[config.mk]
export PLATFORM = sky130hd
export DESIGN_NAME = spi_eeprom_page_write_sequencer
export DESIGN_NICKNAME = d
export VERILOG_FILES = /design/src/rtl/core/sepws_pkg.sv /design/src/rtl/core/sepws_step.sv /design/src/rtl/core/spi_eeprom_page_write_sequencer.sv
export SDC_FILE = /design/constraint.sdc
export NUM_CORES = 1
export LEC_CHECK = 0
export BUFFER_PORTS_ARGS = -buffer_cell sky130_fd_sc_hd__buf_2
export CAP_MARGIN = 10
export CORE_ASPECT_RATIO = 1.25
export CORE_MARGIN = 1.5
export CORE_UTILIZATION = 25
export CTS_CLUSTER_SIZE = 14
export DETAILED_ROUTE_END_ITERATION = 16
export GPL_ROUTABILITY_DRIVEN = 0
export PLACE_DENSITY = 0.43
export SYNTH_ARGS = -nofsm -noshare
export SYNTH_HDL_FRONTEND = slang
export SYNTH_SLANG_ARGS = --single-unit
[constraint.sdc]
create_clock -name clk_i -period 7 [get_ports clk_i]
set_input_delay 0.7 -clock clk_i [delete_from_list [all_inputs] [get_ports clk_i]]
set_output_delay 0.7 -clock clk_i [all_outputs]
set_load 0.01 [all_outputs]
[src/rtl/core/sepws_pkg.sv]
// Shared types, codes and helpers for the SPI EEPROM page-write sequencer.
package sepws_pkg;

  // Device geometry and command bytes.
  localparam int unsigned PageBytes  = 32;
  localparam int unsigned PageW      = $clog2(PageBytes);
  localparam int unsigned MaxResults = 6;
  localparam int unsigned ResCntW    = $clog2(MaxResults + 1);

  localparam logic [15:0] TimeoutReset = 16'd500;
  localparam logic [7:0]  CmdWren      = 8'h06;
  localparam logic [7:0]  CmdRdsr      = 8'h05;
  localparam logic [7:0]  CmdRead      = 8'h03;
  localparam logic [7:0]  CmdWrite     = 8'h02;
  localparam logic [7:0]  BusyBits     = 8'h03;

  // Kind of an input item.
  typedef enum logic [2:0] {
    ModeWrite  = 3'd0,
    ModeRead   = 3'd1,
    ModeStatus = 3'd2,
    ModeTick   = 3'd3,
    ModeFault  = 3'd4
  } sepws_mode_e;

  // Kind of a result item.
  typedef enum logic [2:0] {
    ActSend    = 3'd0,
    ActStatus  = 3'd1,
    ActData    = 3'd2,
    ActRelease = 3'd3,
    ActTimeout = 3'd4,
    ActFault   = 3'd5
  } sepws_action_e;

  // Sequencer phase, one-hot.
  typedef enum logic [4:0] {
    PhIdle      = 5'b00001,
    PhPollWrite = 5'b00010,
    PhPollRead  = 5'b00100,
    PhStream    = 5'b01000,
    PhBetween   = 5'b10000
  } sepws_phase_e;

  typedef struct packed {
    sepws_phase_e phase;
    logic [15:0]  next_address;
    logic [7:0]   held_byte;
    logic         held_last;
    logic [15:0]  pending_read_length;
    logic [15:0]  elapsed_ticks;
  } sepws_state_t;

  typedef struct packed {
    sepws_action_e action;
    logic [7:0]    spi_byte;
    logic [15:0]   receive_count;
    logic          cs_release;
    logic          run_end;
  } sepws_res_t;

  function automatic sepws_res_t res_mk(sepws_action_e act, logic [7:0] byte_v,
                                        logic [15:0] count, logic rel);
    sepws_res_t r;
    r.action        = act;
    r.spi_byte      = byte_v;
    r.receive_count = count;
    r.cs_release    = rel;
    r.run_end       = 1'b0;
    return r;
  endfunction

endpackage

[src/rtl/core/sepws_step.sv]
// Next-state and result-list logic for one input item of the sequencer.
module sepws_step import sepws_pkg::*; (
  input  sepws_state_t state_i,
  input  logic [15:0]  timeout_i,
  input  logic [2:0]   mode_i,
  input  logic [15:0]  address_i,
  input  logic [7:0]   data_byte_i,
  input  logic         first_i,
  input  logic         last_i,
  input  logic [15:0]  read_length_i,
  output sepws_state_t state_o,
  output sepws_res_t   res_o [MaxResults],
  output logic [ResCntW-1:0] res_cnt_o
);

  logic        polling;
  logic        frame_open;
  logic [15:0] addr_inc;
  logic        boundary;
  logic [15:0] ticks_inc;

  assign polling    = (state_i.phase == PhPollWrite) || (state_i.phase == PhPollRead);
  assign frame_open = polling || (state_i.phase == PhStream);
  assign addr_inc   = state_i.next_address + 16'd1;
  assign boundary   = (addr_inc[PageW-1:0] == '0);
  assign ticks_inc  = (state_i.elapsed_ticks != 16'hFFFF) ?
                      state_i.elapsed_ticks + 16'd1 : state_i.elapsed_ticks;

  always_comb begin
    logic [ResCntW-1:0] n;
    logic               data_last;
    n         = '0;
    data_last = 1'b0;
    state_o   = state_i;
    for (int i = 0; i < MaxResults; i++) begin
      res_o[i] = res_mk(ActSend, 8'h00, 16'h0000, 1'b0);
    end

    case (mode_i)
      ModeWrite: begin
        if (first_i || (state_i.phase == PhBetween)) begin
          // A new transfer or the next page chunk: hold the byte and poll first.
          if (first_i) begin
            if (frame_open) begin
              res_o[n] = res_mk(ActRelease, 8'h00, 16'h0000, 1'b1);
              n = n + 1'b1;
            end
            state_o.next_address = address_i;
          end
          state_o.held_byte     = data_byte_i;
          state_o.held_last     = last_i;
          state_o.elapsed_ticks = '0;
          state_o.phase         = PhPollWrite;
          res_o[n] = res_mk(ActSend, CmdRdsr, 16'h0000, 1'b0);
          n = n + 1'b1;
          res_o[n] = res_mk(ActStatus, 8'h00, 16'h0000, 1'b0);
          n = n + 1'b1;
        end else if (state_i.phase == PhStream) begin
          state_o.next_address = addr_inc;
          res_o[n] = res_mk(ActSend, data_byte_i, 16'h0000, last_i || boundary);
          n = n + 1'b1;
          state_o.phase = last_i ? PhIdle : (boundary ? PhBetween : PhStream);
        end
      end
      ModeRead: begin
        if (frame_open) begin
          res_o[n] = res_mk(ActRelease, 8'h00, 16'h0000, 1'b1);
          n = n + 1'b1;
        end
        state_o.next_address        = address_i;
        state_o.pending_read_length = read_length_i;
        state_o.elapsed_ticks       = '0;
        state_o.phase               = PhPollRead;
        res_o[n] = res_mk(ActSend, CmdRdsr, 16'h0000, 1'b0);
        n = n + 1'b1;
        res_o[n] = res_mk(ActStatus, 8'h00, 16'h0000, 1'b0);
        n = n + 1'b1;
      end
      ModeStatus: begin
        if (polling) begin
          if (state_i.elapsed_ticks >= timeout_i) begin
            res_o[n] = res_mk(ActTimeout, 8'h00, 16'h0000, 1'b1);
            n = n + 1'b1;
            state_o.phase = PhIdle;
          end else if ((data_byte_i & BusyBits) != 8'h00) begin
            res_o[n] = res_mk(ActStatus, 8'h00, 16'h0000, 1'b0);
            n = n + 1'b1;
          end else begin
            res_o[n] = res_mk(ActRelease, 8'h00, 16'h0000, 1'b1);
            n = n + 1'b1;
            if (state_i.phase == PhPollWrite) begin
              res_o[n] = res_mk(ActSend, CmdWren, 16'h0000, 1'b1);
              n = n + 1'b1;
              res_o[n] = res_mk(ActSend, CmdWrite, 16'h0000, 1'b0);
              n = n + 1'b1;
            end else begin
              res_o[n] = res_mk(ActSend, CmdRead, 16'h0000, 1'b0);
              n = n + 1'b1;
            end
            res_o[n] = res_mk(ActSend, state_i.next_address[15:8], 16'h0000, 1'b0);
            n = n + 1'b1;
            res_o[n] = res_mk(ActSend, state_i.next_address[7:0], 16'h0000, 1'b0);
            n = n + 1'b1;
            if (state_i.phase == PhPollWrite) begin
              // First data byte of the chunk goes out in the new frame.
              data_last = state_i.held_last;
              state_o.next_address = addr_inc;
              res_o[n] = res_mk(ActSend, state_i.held_byte, 16'h0000,
                                data_last || boundary);
              n = n + 1'b1;
              state_o.phase = data_last ? PhIdle : (boundary ? PhBetween : PhStream);
            end else begin
              res_o[n] = res_mk(ActData, 8'h00, state_i.pending_read_length, 1'b1);
              n = n + 1'b1;
              state_o.phase = PhIdle;
            end
          end
        end
      end
      ModeTick: begin
        if (polling) begin
          state_o.elapsed_ticks = ticks_inc;
          if (ticks_inc >= timeout_i) begin
            res_o[n] = res_mk(ActTimeout, 8'h00, 16'h0000, 1'b1);
            n = n + 1'b1;
            state_o.phase = PhIdle;
          end
        end
      end
      ModeFault: begin
        if (state_i.phase != PhIdle) begin
          res_o[n] = res_mk(ActFault, 8'h00, 16'h0000, 1'b1);
          n = n + 1'b1;
          state_o.phase = PhIdle;
        end
      end
      default: begin
        state_o = state_i;
      end
    endcase

    if (n != '0) begin
      res_o[n - 1'b1].run_end = 1'b1;
    end
    res_cnt_o = n;
  end

endmodule

[src/rtl/core/spi_eeprom_page_write_sequencer.sv]
// Top level of the SPI EEPROM page-write and read command sequencer.
//
//   Channel   Direction  Handshake              Carries
//   s_axis    in         tvalid/tready          one request: write byte, read, status, tick, fault
//   m_axis    out        tvalid/tready          one SPI action for the bus engine
//   cfg       in         cfg_we_i (no wait)     poll timeout in ticks
//
// An accepted item is evaluated in the same cycle by the step logic, the state registers
// take their next value, and the whole list of up to six result items is loaded into a
// small result queue that drains one item per cycle on m_axis unless it is stalled.
// A new item is taken when the queue is empty or its last entry leaves in that cycle,
// so an item with zero or one result follows the previous one back to back; an item
// with more results holds s_axis off until its last one leaves. Reset puts the sequencer
// idle with an empty queue and the timeout at 500 ticks. A stall on m_axis holds the
// queue head and back-pressures s_axis once the queue is not about to empty.
module spi_eeprom_page_write_sequencer import sepws_pkg::*; (
  input  logic        clk_i,
  input  logic        rst_ni,

  input  logic        s_axis_tvalid,
  output logic        s_axis_tready,
  // Bits from the lowest up: address[15:0], data_byte[23:16], first[24],
  // read_length[40:25], zero fill [47:41].
  input  logic [47:0] s_axis_tdata,
  // Bits from the lowest up: mode[2:0].
  input  logic [2:0]  s_axis_tuser,
  input  logic        s_axis_tlast,

  output logic        m_axis_tvalid,
  input  logic        m_axis_tready,
  // Bits from the lowest up: spi_byte[7:0], receive_count[23:8], cs_release[24],
  // zero fill [31:25].
  output logic [31:0] m_axis_tdata,
  // Bits from the lowest up: action[2:0].
  output logic [2:0]  m_axis_tuser,
  output logic        m_axis_tlast,

  input  logic        cfg_we_i,
  input  logic [15:0] cfg_wdata_i
);

  sepws_state_t       state_q, state_d;
  logic [15:0]        timeout_q;
  sepws_res_t         res_q [MaxResults];
  sepws_res_t         step_res [MaxResults];
  logic [ResCntW-1:0] cnt_q;
  logic [ResCntW-1:0] step_cnt;
  logic               in_take;
  logic               out_take;

  assign out_take      = m_axis_tvalid && m_axis_tready;
  assign s_axis_tready = (cnt_q == '0) || ((cnt_q == ResCntW'(1)) && m_axis_tready);
  assign in_take       = s_axis_tvalid && s_axis_tready;

  sepws_step u_step (
    .state_i       (state_q),
    .timeout_i     (timeout_q),
    .mode_i        (s_axis_tuser),
    .address_i     (s_axis_tdata[15:0]),
    .data_byte_i   (s_axis_tdata[23:16]),
    .first_i       (s_axis_tdata[24]),
    .last_i        (s_axis_tlast),
    .read_length_i (s_axis_tdata[40:25]),
    .state_o       (state_d),
    .res_o         (step_res),
    .res_cnt_o     (step_cnt)
  );

  // Sequencer state and timeout register.
  always_ff @(posedge clk_i or negedge rst_ni) begin
    if (!rst_ni) begin
      state_q.phase               <= PhIdle;
      state_q.next_address        <= '0;
      state_q.held_byte           <= '0;
      state_q.held_last           <= 1'b0;
      state_q.pending_read_length <= '0;
      state_q.elapsed_ticks       <= '0;
      timeout_q                   <= TimeoutReset;
    end else begin
      if (in_take) begin
        state_q <= state_d;
      end
      if (cfg_we_i) begin
        timeout_q <= cfg_wdata_i;
      end
    end
  end

  // Result queue fill count.
  always_ff @(posedge clk_i or negedge rst_ni) begin
    if (!rst_ni) begin
      cnt_q <= '0;
    end else if (in_take) begin
      cnt_q <= step_cnt;
    end else if (out_take) begin
      cnt_q <= cnt_q - 1'b1;
    end
  end

  // Result queue entries: loaded as a block, shifted toward the head as items leave.
  always_ff @(posedge clk_i) begin
    if (in_take) begin
      res_q <= step_res;
    end else if (out_take) begin
      for (int i = 0; i < MaxResults - 1; i++) begin
        res_q[i] <= res_q[i+1];
      end
    end
  end

  assign m_axis_tvalid = (cnt_q != '0);
  assign m_axis_tuser  = res_q[0].action;
  assign m_axis_tlast  = res_q[0].run_end;
  assign m_axis_tdata  = {7'b0, res_q[0].cs_release, res_q[0].receive_count,
                          res_q[0].spi_byte};

endmodule

-- After elaboration in Yosys (flattened, before gate mapping)
Cells that the tools add are included.
- bitwise logic cells: 20
- shifts and indexed selects: 0
- multipliers: 0
- $add $sub $neg: 11
- equal/unequal tests: 22
- order comparisons: 18
- div/mod/pow operators: 0
- reductions and logical operators: 32
- mux-type cells: 95
- operator list (cell ; number):
    bitwise mux 174 bit ; 5
    2-to-1 mux 145 bit ; 5
    2-to-1 mux 29 bit ; 25
    demux 29 bit (select 3 bit) ; 8
    2-to-1 mux 174 bit ; 3
    case mux 145 bit (3 select lines) ; 1
    bitwise AND 168 bit ; 2
    NOT 168 bit ; 2
    bitwise AND 162 bit ; 2
    NOT 162 bit ; 2
    case mux 29 bit (5 select lines) ; 1
    2-to-1 mux 21 bit ; 5
    2-to-1 mux 16 bit ; 6
    case mux 16 bit (3 select lines) ; 2
    2-to-1 mux 3 bit ; 14
    2-to-1 mux 5 bit ; 8
    adder 16 x 1 -> 16 bit, second input constant ; 2
    >= comparator 16 bit ; 2
    >= comparator 4 bit, second input constant ; 8
    < comparator 4 x 1 -> 1 bit, second input constant ; 8
    NOT 3 -> 4 bit ; 8
    2-to-1 mux 28 bit ; 1
    2-to-1 mux 26 bit ; 1
    case mux 5 bit (5 select lines) ; 1
    other kinds (33) ; 76
- logic and storage cells: 236
- register bits after elaboration: 255
- bits in writable memories: 0
- bits in read-only memories: 0
- output and inout bits: 38
- memories: 0
- bits in latches: 0
- input port bits: 73

-- Depth between registers and ports, before layout
Gate-level depths: netlist of the first run.
- depth in word-level cells: 22
- depth in mapped cells: 20
- gate-level depth less buffers: 19

-- Modules after synthesis
A second synthesis of the first run with hierarchy kept.
- cell total of the unflattened synthesis: 1295
- area, all modules: 15626.2 µm²
- modules (own cells, without submodules) (module ; seq. area each (µm²) ; area each (µm²) ; cells each ; instances):
    spi_eeprom_page_write_sequencer ; 7260.7 ; 10911.7 ; 571 ; 1
    sepws_step ; 0.0 ; 4714.5 ; 724 ; 1

-- Worst setup path after synthesis of the first run
No wires, ideal clock.
- path type: register -> register
- from: reg state_q[4] (netlist name)
- to: reg res_q[116] (netlist name), data pin
- data arrival time: 4186 ps
- setup time: 257 ps
- clock period less this slack: 4443 ps
- required time: 6743 ps
- stages on the path, launching flop included: 19
- setup slack: 2557 ps
- buffers on the path: 1
- cell sequence: dfrtp_1 -> clkbuf_1 -> and4_1 -> nand4_1 -> nor3_1 -> xnor2_1 -> ha_1 -> nand2b_1 -> a2111oi_0 -> nor3_1 -> o41ai_1 -> o21ai_0 -> a211o_1 -> inv_2 -> ha_1 -> nor2_1 -> mux2i_1 -> nor2_1 -> a32o_1
- longest elaborated chain between the ends: 15
- elaborated cells on any way between the ends: 24
- classes of those cells: add/sub: 2; order compare: 4; eq/ne: 1; mux: 14; bitwise: 1; reduce/logical: 2
- RTL lines (what ; RTL line ; source):
    from (decl) ; spi_eeprom_page_write_sequencer.sv:42 ; sepws_state_t state_q, state_d;
    from (signal assigned) ; spi_eeprom_page_write_sequencer.sv:81 ; state_q <= state_d;
    adder 16 x 1 -> 16 bit or inequality test 16 bit (tied branches) ; sepws_step.sv:27, sepws_step.sv:26 ;
    2-to-1 mux 16 bit ; sepws_step.sv:26 ; assign ticks_inc = (state_i.elapsed_ticks != 16'hFFFF) ?
    >= comparator 16 bit ; sepws_step.sv:123 ; if (ticks_inc >= timeout_i) begin
    2-to-1 mux 1 bit ; sepws_step.sv:123 ;
    2-to-1 mux 1 bit ; sepws_step.sv:121 ; if (polling) begin
    case mux 3 bit (5 select lines) ; sepws_step.sv:39 ; case (mode_i)
    subtractor 3 x 1 -> 3 bit ; sepws_step.sv:143 ; res_o[n - 1'b1].run_end = 1'b1;
    NOT 3 -> 4 bit (not written as such) ; sepws_step.sv:143 ;
    >= comparator 4 bit (not written as such) or < comparator 4 x 1 -> 1 bit (tied branches) ; sepws_step.sv:143 ;
    logical AND 1 bit (not written as such) ; sepws_step.sv:143 ;
    2-to-1 mux 1 bit (not written as such) ; sepws_step.sv:143 ;
    demux 29 bit (select 3 bit) ; sepws_step.sv:143 ;
    bitwise mux 174 bit ; sepws_step.sv:143 ;
    2-to-1 mux 174 bit (*) ; sepws_step.sv:142 ; if (n != '0) begin
    2-to-1 mux 145 bit (*) ; spi_eeprom_page_write_sequencer.sv:102 ; if (in_take) begin
    to (signal assigned) ; spi_eeprom_page_write_sequencer.sv:103 ; res_q <= step_res;
    to (signal, indexed assignment) ; spi_eeprom_page_write_sequencer.sv:106 ; res_q[i] <= res_q[i+1];
    to (decl) ; spi_eeprom_page_write_sequencer.sv:44 ; sepws_res_t res_q [MaxResults];
Every way passes the cells marked *; elsewhere a longest branch is shown, timed or not.
A chain may end at the register's enable or synchronous reset.

-- Final worst setup path of the first run
Ends and elaborated chain as after synthesis.

==> results of run 1 <==
==> routing by layer <==
layer / global-route usage / part of all wire / up-vias
met5: 0 / 0.0012 / -
met4: 0.04131 / 0.028 / 6
met3: 0.02318 / 0.055 / 53
met2: 0.1799 / 0.46 / 153
met1: 0.1479 / 0.46 / 3652
li1: - / - / 3777
==> cell usage after synthesis (9+ instances only) <==
master,n
nor3_1,15
a21o_1,10
edfxtp_1,165
ha_1,40
o21ai_0,58
a21oi_1,47
a22o_1,37
and2_1,87
dfrtp_1,74
nand3_1,32
mux2_2,25
nand4_1,10
nand2_1,94
clkbuf_1,39
nor2_1,50
o31ai_1,13
buf_4,35
mux2i_1,13
inv_1,35
and3_1,9
==> worst max-delay path, cell delays in order (launching register included) <==
cell,delay (ns)
dfrtp_1,0.49
and4_1,0.29
nand4_1,0.24
nor3_1,0.79
xnor2_1,0.16
ha_1,0.30
nand2b_1,0.15
a2111oi_0,0.45
nor3_1,0.12
o41ai_1,0.73
o21ai_0,0.30
a211o_1,0.35
inv_2,0.14
ha_1,0.21
nor2_1,0.05
mux2i_1,0.31
nor2_1,0.08
a32o_1,0.28
==> cell families after synthesis <==
family                     count (synthesis)
and+or+nand+nor                          331
DFF                                      246
AOI/OAI and AO/OA                        217
buffers and inverters                    121
adders and majority gates                 40
muxes                                     40
xor gates and xnor gates                  13
other                                      1
==> final timing paths <==
kind	from	endpoint	slack [ns]	depth (start not counted)
min	rst_ni	state_q[4]	0.13	1
min reg2reg	state_q[33]	state_q[33]	0.51	1
max	state_q[4]	res_q[116]	1.31	17
max reg2reg	state_q[4]	res_q[116]	1.31	17
min in group clk_i	cfg_wdata_i[11]	timeout_q[11]	0.34	3
max in group asynchronous	rst_ni	state_q[23]	5.83	2
==> flip-flops by register name, indices dropped and copies added (netlist names) <==
signal and flops:
cnt_q 3, m_axis_tdata 25, m_axis_tlast 1, m_axis_tuser 3
res_q 136, state_q 62, timeout_q 16
==> power groups by stage <==
stage | logic [mW] | registers (mW) | clock network [mW]
2_1_floorplan | 0.963 | 2.39 | 0
4_1_cts | 1.16 | 2.42 | 1.52
6_report | 1.13 | 2.41 | 1.46
3_3_place_gp | 1.14 | 2.44 | 0
5_1_grt | 1.30 | 2.48 | 1.57
3_5_place_dp | 1.15 | 2.45 | 0
==> final cells by class <==
cell class,count,area (um2),share of cell area
antenna,2,5.005,0.0003684
sequential,246,6990,0.5145
multi-input combinational,664,4267,0.3140
clock inverter,12,121.4,0.008933
inverter,37,143.9,0.01059
clock buffer,42,784.5,0.05774
timing repair buffer,104,543.0,0.03997
tap,585,732.0,0.05387
==> through the flow <==
stage / hold slack [ns] / std cells
global placement: 0.4800 / 1635
finish: 0.1258 / 1692
floorplan: 0.4044 / 1031
global route: 0.1401 / 1692
CTS: 0.1178 / 1689
detailed placement: 0.4939 / 1635
==> run summary, run 1 <==
Status - complete, no violations
RSZ-0062 raised after global routing - no
Sequential share of the synthesized area - 0.5944
Critical path class - reg2reg
Seq cells post-synth - 246
DRC Markers - 0
Core footprint - 46240 um2
Post-synth ARST share - 0.3293
Hpwl dp - 17590 um
Site Rows - 88
Internal power - 3.512 mW
Total CTS buffers - 29
Post-synthesis mux area share - 0.03692
Vias post-DR - 7641
Post-Route WL - 26770 um
Least-Margin Pin Slew - 1.007 ns
Crit path time final - 5.692 ns
GRT Overall Usage - 0.1118
Mapped Area - 11760 um2
Top cell type's share of synthesized area - 0.4213
Worst hold path class - in2async
Setup Fix Bufs, Post-CTS - 0
Max Slew Vio Count - 0
Root buffer cell - clkbuf_16
Syn_area_per_cell - 11.66 um2
Power, Total - 5.003 mW
Pwr/cell area - 368.2 nW/um2
Count of final hold-check violations - 0
Yosys synthesis warning count - 0
LEAKAGE - 5.493 nW
First-pass iteration count of the detailed router - 5
Share of cells above drive strength 1 - 0.1683
Final antenna-violating net count - 0
WL/cell - 15.82 um
Setup crit end kind - flop
Power share of the clock group - 0.291
Sink Count - 246
Top_reg_cell synth - edfxtp_1
Most frequent cells in the layout - edfxtp_1, buf_2, nand2_1, and2_1, dfrtp_1
Mapped Cells - 1009
Final Skew - 0.02165 ns
Placed instance area - 12670 um2
Design Area, Final - 13590 um2
CTS Hold Bufs - 0
Antenna violations before repair - 5
Switching portion of total power - 0.2980
Tcrit/Tclk final - 0.8132
H-Tree Depth - 1
Area share of xor/xnor cells in the synthesized design - 0.009682
Startpoint Class - flop
Final worst setup slack - 1.308 ns
Die ar. - 48360 um2
CP max FO - 9
Largest buffer count on any clock path - 3
Max frequency - 175.7 MHz
Via/cell ratio - 4.516
Max_cap viols - 0
Reg power frac - 0.483
DRT iter0 DRCs - 556
Largest net degree at the start of global routing - 89
Synth area leader - edfxtp_1
Simple-Gate Fraction of Synth Area - 0.1434
CP arrival - 6.00 ns
Synth cell types - 66
Combinational family with the most area after synthesis - simple AND/OR/NAND/NOR gates
# IOs - 111
Die H - 245.5 um
CTS resizes - 0
Compound-Gate Fraction of Synth Area - 0.1220
Worst skew pair latency - 0.56 ns
Commonest non-fill, non-tap cell in the layout - edfxtp_1
First-pass GRT wire length - 42590 um
EDFF count, synth - 165
CTS tree - yes
Core Util, Final - 0.2938
Worst vdd ir - 0.0001677 V
Req. time, crit path - 7.31 ns
Final TNS setup - 0 ns
Chip width - 197.0 um
Post-place setup slack - 1.282 ns
Switching power total - 1.491 mW
IO Port Bufs - 96
Slew HR - 0.3288
Area growth syn-to-layout - 15.53%
Fillers - 4799
Grt total ovfl - 0
Starting density of the core - 0.2543
Synth Area in Adders - 0.04256
Final setup fails - 0
Clock Pin Slew Worst Setup and Hold Paths - 0.06 ns
Top cells by area, synth - edfxtp_1, dfrtp_1, and2_1, ha_1, nand2_1
Combinational share of power - 0.226
Vias in the first global route - 7515
Nets - 1195
Note: power is estimated with default switching activity, not from simulation.
==> inputs of run 2 (changes only) <==
Settings changed: PLACE_DENSITY 0.43 to 0.45.
Clock period 7 ns to 5.1 ns, I/O delays scaled along.
==> run 2 against run 1 <==
  * Final area rose by 1.1%
  * Flip-flop and latch count did not move
  * Critical endpoint unchanged
  * Global-route usage fell by 0.18 points
  * Fmax rose by 26%
  * Worst setup slack got worse by 0.74 ns
  * Critical path type unchanged
  * First-iteration DRC count fell by 5.6%
==> run summary, run 2 (same netlist as run 1, synthesis figures left out) <==
Site Rows - 88
First-pass GRT wire length - 41980 um
CTS Hold Bufs - 0
GRT Overall Usage - 0.1100
Antenna violations before repair - 4
Status - complete, no violations
DRC Markers - 0
Nets - 1207
Vias in the first global route - 7383
Non-Filler Instances - 1701
RSZ-0062 raised after global routing - no
Worst vdd ir - 0.0002493 V
Commonest non-fill, non-tap cell in the layout - edfxtp_1
Grt total ovfl - 0
Max FFs per register - 136
Post-place setup slack - 0.4430 ns
Root buffer cell - clkbuf_16
Starting density of the core - 0.2543
Critical path, cell by cell - and4_1, nand4_1, nor2_1, nand2_1, or3_1, a21boi_0, ha_1, a21o_1, a21oi_1, nand3_1, o41ai_1, buf_4, o21ai_0, a211o_1, inv_2, ha_1, nor2_1, mux2i_1, nor2_1, a32o_1
CP max FO - 7
Post-Route WL - 26630 um
Pwr/cell area - 513.0 nW/um2
Startpoint Class - flop
Largest buffer count on any clock path - 3
LEAKAGE - 5.586 nW
Tcrit/Tclk final - 0.8883
Chip width - 197.0 um
Count of final hold-check violations - 0
CTS tree - yes
Final setup fails - 0
Hold_ws - 0.04811 ns
DRT iter0 DRCs - 525
Worst path most repeated cell - nor2_1
Final Skew - 0.01283 ns
Largest net degree at the start of global routing - 86
Top Family by Delay on Critical Path - compound AO/OA/AOI/OAI gates
Max Slew Vio Count - 0
Worst stage delay on the critical path - 0.45 ns
H-Tree Depth - 1
Max frequency - 220.7 MHz
Hpwl dp - 17630 um
Die ar. - 48360 um2
IO Port Bufs - 96
Final worst setup slack - 0.5699 ns
CP arrival - 4.84 ns
Area growth syn-to-layout - 16.81%
Share of cells above drive strength 1 - 0.1801
First-pass iteration count of the detailed router - 5
Worst skew pair latency - 0.55 ns
Total CTS buffers - 28
Max_cap viols - 0
Post-placement cell count - 1648
Final TNS setup - 0 ns
Final antenna-violating net count - 0
Slew HR - 0.2856
# IOs - 111
WL/cell - 15.65 um
Setup crit end kind - flop
Critical path buffers and inverters - 2
Worst hold path class - in2async
Design Area, Final - 13740 um2
Antenna cells - 0
Die H - 245.5 um
CP max-delay cell - dfrtp_1
Via/cell ratio - 4.500
Sink Count - 246
Crit path time final - 4.530 ns
Largest register by flop count - res_q
Least-Margin Pin Slew - 1.066 ns
Core footprint - 46240 um2
Clock Pin Slew Worst Setup and Hold Paths - 0.06 ns
Req. time, crit path - 5.41 ns
Most frequent cells in the layout - edfxtp_1, buf_2, nand2_1, and2_1, dfrtp_1
Critical path class - reg2reg
Vias post-DR - 7654
Placed instance area - 12770 um2
## run 2: cell types whose count changed in the layout (fill, tap and decap cells not counted), moves of 2 or more
cell / previous run / this run
buf_4: 9 / 22
clkbuf_1: 12 / 6
bufinv_16: 2 / 4
clkinv_1: 3 / 6
diode_2: 2 / 0
inv_6: 4 / 2
clkbuf_8: 1 / 4
## run 2: per-layer routing
metal,vias to the layer above,share of wire,track usage
li1,3785,-,-
met1,3647,0.46,0.1485
met2,168,0.46,0.1769
met3,46,0.055,0.02373
met4,8,0.019,0.03166
met5,-,0.0019,0
## run 2: final cells by class
| type | count | area, um2 |
|---|---|---|
| inverter | 37 | 143.9 |
| clock buffer | 38 | 778.2 |
| fill | 4756 | 32510 |
| timing repair buffer | 117 | 640.6 |
| multi-input combinational | 664 | 4273 |
| tap | 585 | 732.0 |
| clock inverter | 14 | 178.9 |
| sequential | 246 | 6990 |
## run 2: where the power goes
| part | leakage [nW] | internal [mW] | total (mW) | switching (mW) |
|---|---|---|---|---|
| combinational | 2.48 | 0.682 | 1.61 | 0.927 |
| sequential | 2.64 | 3.03 | 3.35 | 0.315 |
| clock | 0.468 | 1.27 | 2.09 | 0.822 |
| total | 5.59 | 4.98 | 7.05 | 2.06 |
## run 2: path summary, 6_finish.rpt
kind / from / end / slack [ns] / depth (start not counted)
min in group clk_i: cfg_wdata_i[11] / timeout_q[11] / 0.17 / 3
setup / recovery: state_q[5] / res_q[116] / 0.57 / 20
setup reg to reg: state_q[5] / res_q[116] / 0.57 / 20
hold / removal: rst_ni / timeout_q[10] / 0.05 / 1
hold reg to reg: state_q[17] / state_q[17] / 0.51 / 1
max in group asynchronous: rst_ni / state_q[57] / 4.15 / 2
## run 2: metrics by stage
step / power, mW / util
finish: 7.047 / 0.2971
global route: 7.500 / 0.2971
CTS: 7.158 / 0.2968
detailed placement: 5.019 / 0.2761
global placement: 4.987 / 0.2761
floorplan: 4.607 / -
## run 2: worst register-to-register path, delay by kind of cell (launching register included)
family	cells	cell delay (ns)
compound gates	7	1.49
buf+inv	2	0.28
flops	1	0.45
simple gates	8	1.40
mux	1	0.17
fa+ha+maj	2	0.50
## run 2: repair_timing
item,CTS,global route
resized for setup,0,2
endpoints found under the setup margin,0,2
buffers inserted,0,0
==> inputs of run 3 (changes only) <==
Settings changed: CORE_ASPECT_RATIO 1.25 to 2, RECOVER_POWER set to 100.
Clock period 5.1 ns to 4 ns, I/O delays scaled along.
==> run 3 against run 2 <==
  * The run now ends with capacitance limit, slew limit, setup timing left
  * Clock-buffer cell count shrank 3
  * Utilization increased by 1.2 points
  * Total power increased by 27%
  * Cell count grew 6.5%
  * First-iteration DRC count is 32% lower
  * Worst hold slack better by 0.014 ns
  * Combinational power grew 37%
  * Sequential power increased by 27%
  * Largest cell class unchanged
==> run summary, run 3 (same netlist as run 1, synthesis figures left out) <==
Status - finished with violations
Failing checks - capacitance limit, slew limit, setup timing
Worst vdd ir - 0.0002605 V
Die ar. - 48430 um2
Setup crit end kind - flop
Total CTS buffers - 26
Worst skew pair latency - 0.55 ns
Post-place setup slack - -0.3686 ns
Core footprint - 46520 um2
Largest net degree at the start of global routing - 83
Largest register by flop count - res_q
Site Rows - 112
Worst R2R Setup Slack - -0.15 ns
Max frequency - 240.9 MHz
Antenna violations before repair - 2
Worst r2r path cells - 21
Max FFs per register - 136
First-pass iteration count of the detailed router - 5
Slew HR - -0.5963
Req. time, crit path - 4.37 ns
Pwr/cell area - 624.5 nW/um2
Worst hold path class - in2reg
H-Tree Depth - 1
Root buffer cell - clkbuf_16
Chip width - 156.4 um
Share of cells above drive strength 1 - 0.2172
Critical path, cell by cell - and4_4, nand4_1, buf_6, or3_4, buf_6, nand3_2, o21a_1, ha_1, o21a_1, o2111ai_2, nor3_2, o41ai_2, buf_4, o21ai_2, a211o_1, inv_2, ha_4, buf_6, mux2i_2, buf_4, o41ai_4
Max Slew Vio Count - 62
Critical path buffers and inverters - 6
Count of final hold-check violations - 0
Combinational share of power - 0.245
Critical path class - reg2reg
Tcrit/Tclk final - 1.038
GRT Overall Usage - 0.1249
Startpoint Class - flop
CTS tree - yes
Nets - 1277
Worst stage delay on the critical path - 0.36 ns
Worst Hold End - timeout_q[15]
Final Skew - 0.01645 ns
Internal power - 6.271 mW
Worst path most repeated cell - buf_6
Final antenna-violating net count - 0
Vias post-DR - 8151
Post-Route WL - 29770 um
WL/cell - 16.44 um
CP arrival - 4.52 ns
Hpwl dp - 20560 um
Least-Margin Pin Slew - 2.394 ns
Reg power frac - 0.475
CP max FO - 5
Starting density of the core - 0.2528
Final worst setup slack - -0.1509 ns
Via/cell ratio - 4.501
RSZ-0062 raised after global routing - yes
Switching power total - 2.712 mW
First-pass GRT wire length - 46710 um
Commonest non-fill, non-tap cell in the layout - edfxtp_1
Switching portion of total power - 0.3019
DRT iter0 DRCs - 359
Crit path from - state_q[6]
Largest buffer count on any clock path - 3
Die H - 309.7 um
Vias in the first global route - 8403
DRC Markers - 0
Power share of the clock group - 0.280
Cells on Worst Hold Path - 3
# IOs - 111
Max_cap viols - 2
CP max-delay cell - dfrtp_1
Sink Count - 246
Hold_ws - 0.06235 ns
IO Port Bufs - 96
Final setup fails - 4
Reg-to-Reg End - res_q[58]
Grt total ovfl - 0
Most frequent cells in the layout - edfxtp_1, nand2_1, dfrtp_1, and2_1, buf_4
Reg-to-Reg Start - state_q[6]
Clock Pin Slew Worst Setup and Hold Paths - 0.06 ns
Top Family by Delay on Critical Path - compound AO/OA/AOI/OAI gates
Area growth syn-to-layout - 22.32%
HP Start - cfg_wdata_i[15]
Core Util, Final - 0.3092
LEAKAGE - 5.824 nW
Crit path time final - 4.151 ns
-- run 3: changes by cell type in the layout (fill, tap and decap cells not counted), sizes merged --
cell / delta
clkbuf: +50
buf: +18
clkinvlp: +3
bufinv: -2
clkinv: -2
diode: +1
dlygate4sd3: +1
inv: -1
-- run 3: layout make-up --
| type | instances | area, um2 |
|---|---|---|
| timing repair buffer | 189 | 1099 |
| tap | 627 | 784.5 |
| fill | 4840 | 32140 |
| antenna | 1 | 2.502 |
| sequential | 246 | 6990 |
| multi-input combinational | 664 | 4471 |
| clock buffer | 35 | 758.2 |
| clock inverter | 12 | 137.6 |
| inverter | 37 | 142.6 |
-- run 3: worst reg2reg max path, cell delays in order (launching register included) --
cell	delay, ns
dfrtp_1	0.36
and4_4	0.25
nand4_1	0.11
buf_6	0.17
or3_4	0.34
buf_6	0.13
nand3_2	0.06
o21a_1	0.15
ha_1	0.23
o21a_1	0.20
o2111ai_2	0.19
nor3_2	0.06
o41ai_2	0.36
buf_4	0.19
o21ai_2	0.05
a211o_1	0.26
inv_2	0.12
ha_4	0.16
buf_6	0.09
mux2i_2	0.06
buf_4	0.15
o41ai_4	0.31
-- run 3: through the flow --
| step | std cells | total power, mW | area [um2] | TNS [ns] |
|---|---|---|---|---|
| 4_1_cts | 1806 | 9.140 | 14360 | -0.6489 |
| 5_1_grt | 1811 | 9.581 | 14390 | -1.386 |
| 6_report | 1811 | 8.983 | 14390 | -0.4557 |
| 3_5_place_dp | 1752 | 6.508 | 13300 | -1.528 |
| 3_3_place_gp | 1752 | 6.463 | 13300 | -1.793 |
| 2_1_floorplan | 1031 | 5.863 | 11870 | -0.1755 |
-- run 3: worst max-delay path by stage --
stage	end	depth (start not counted)
after floorplan	res_q[116]	20
after global placement	res_q[116]	20
after detailed placement	res_q[116]	20
after CTS	res_q[116]	21
after global routing	res_q[58]	22
final	res_q[58]	21
-- run 3: power groups by stage --
stage               clock, mW  combinational, mW  sequential, mW
floorplan                   0               1.69            4.17
global placement            0               2.17            4.30
detailed placement          0               2.19            4.32
CTS                      2.62               2.25            4.26
global route             2.71               2.49            4.38
finish                   2.52               2.20            4.26
-- run 3: per-layer routing --
metal	GRT usage	share of wire	vias up
li1	-	-	3926
met1	0.1310	0.37	3970
met2	0.2408	0.55	189
met3	0.01956	0.045	64
met4	0.05515	0.039	2
met5	0	0.00044	-
-- run 3: what timing repair did --
action                                  4_1_cts  5_1_grt
endpoints found under the hold margin        34        0
endpoints found under the setup margin        6        6
hold buffers                                  1        0
buffers inserted                              6        4
pin swaps                                    21       13
gates resized for setup                      24       20
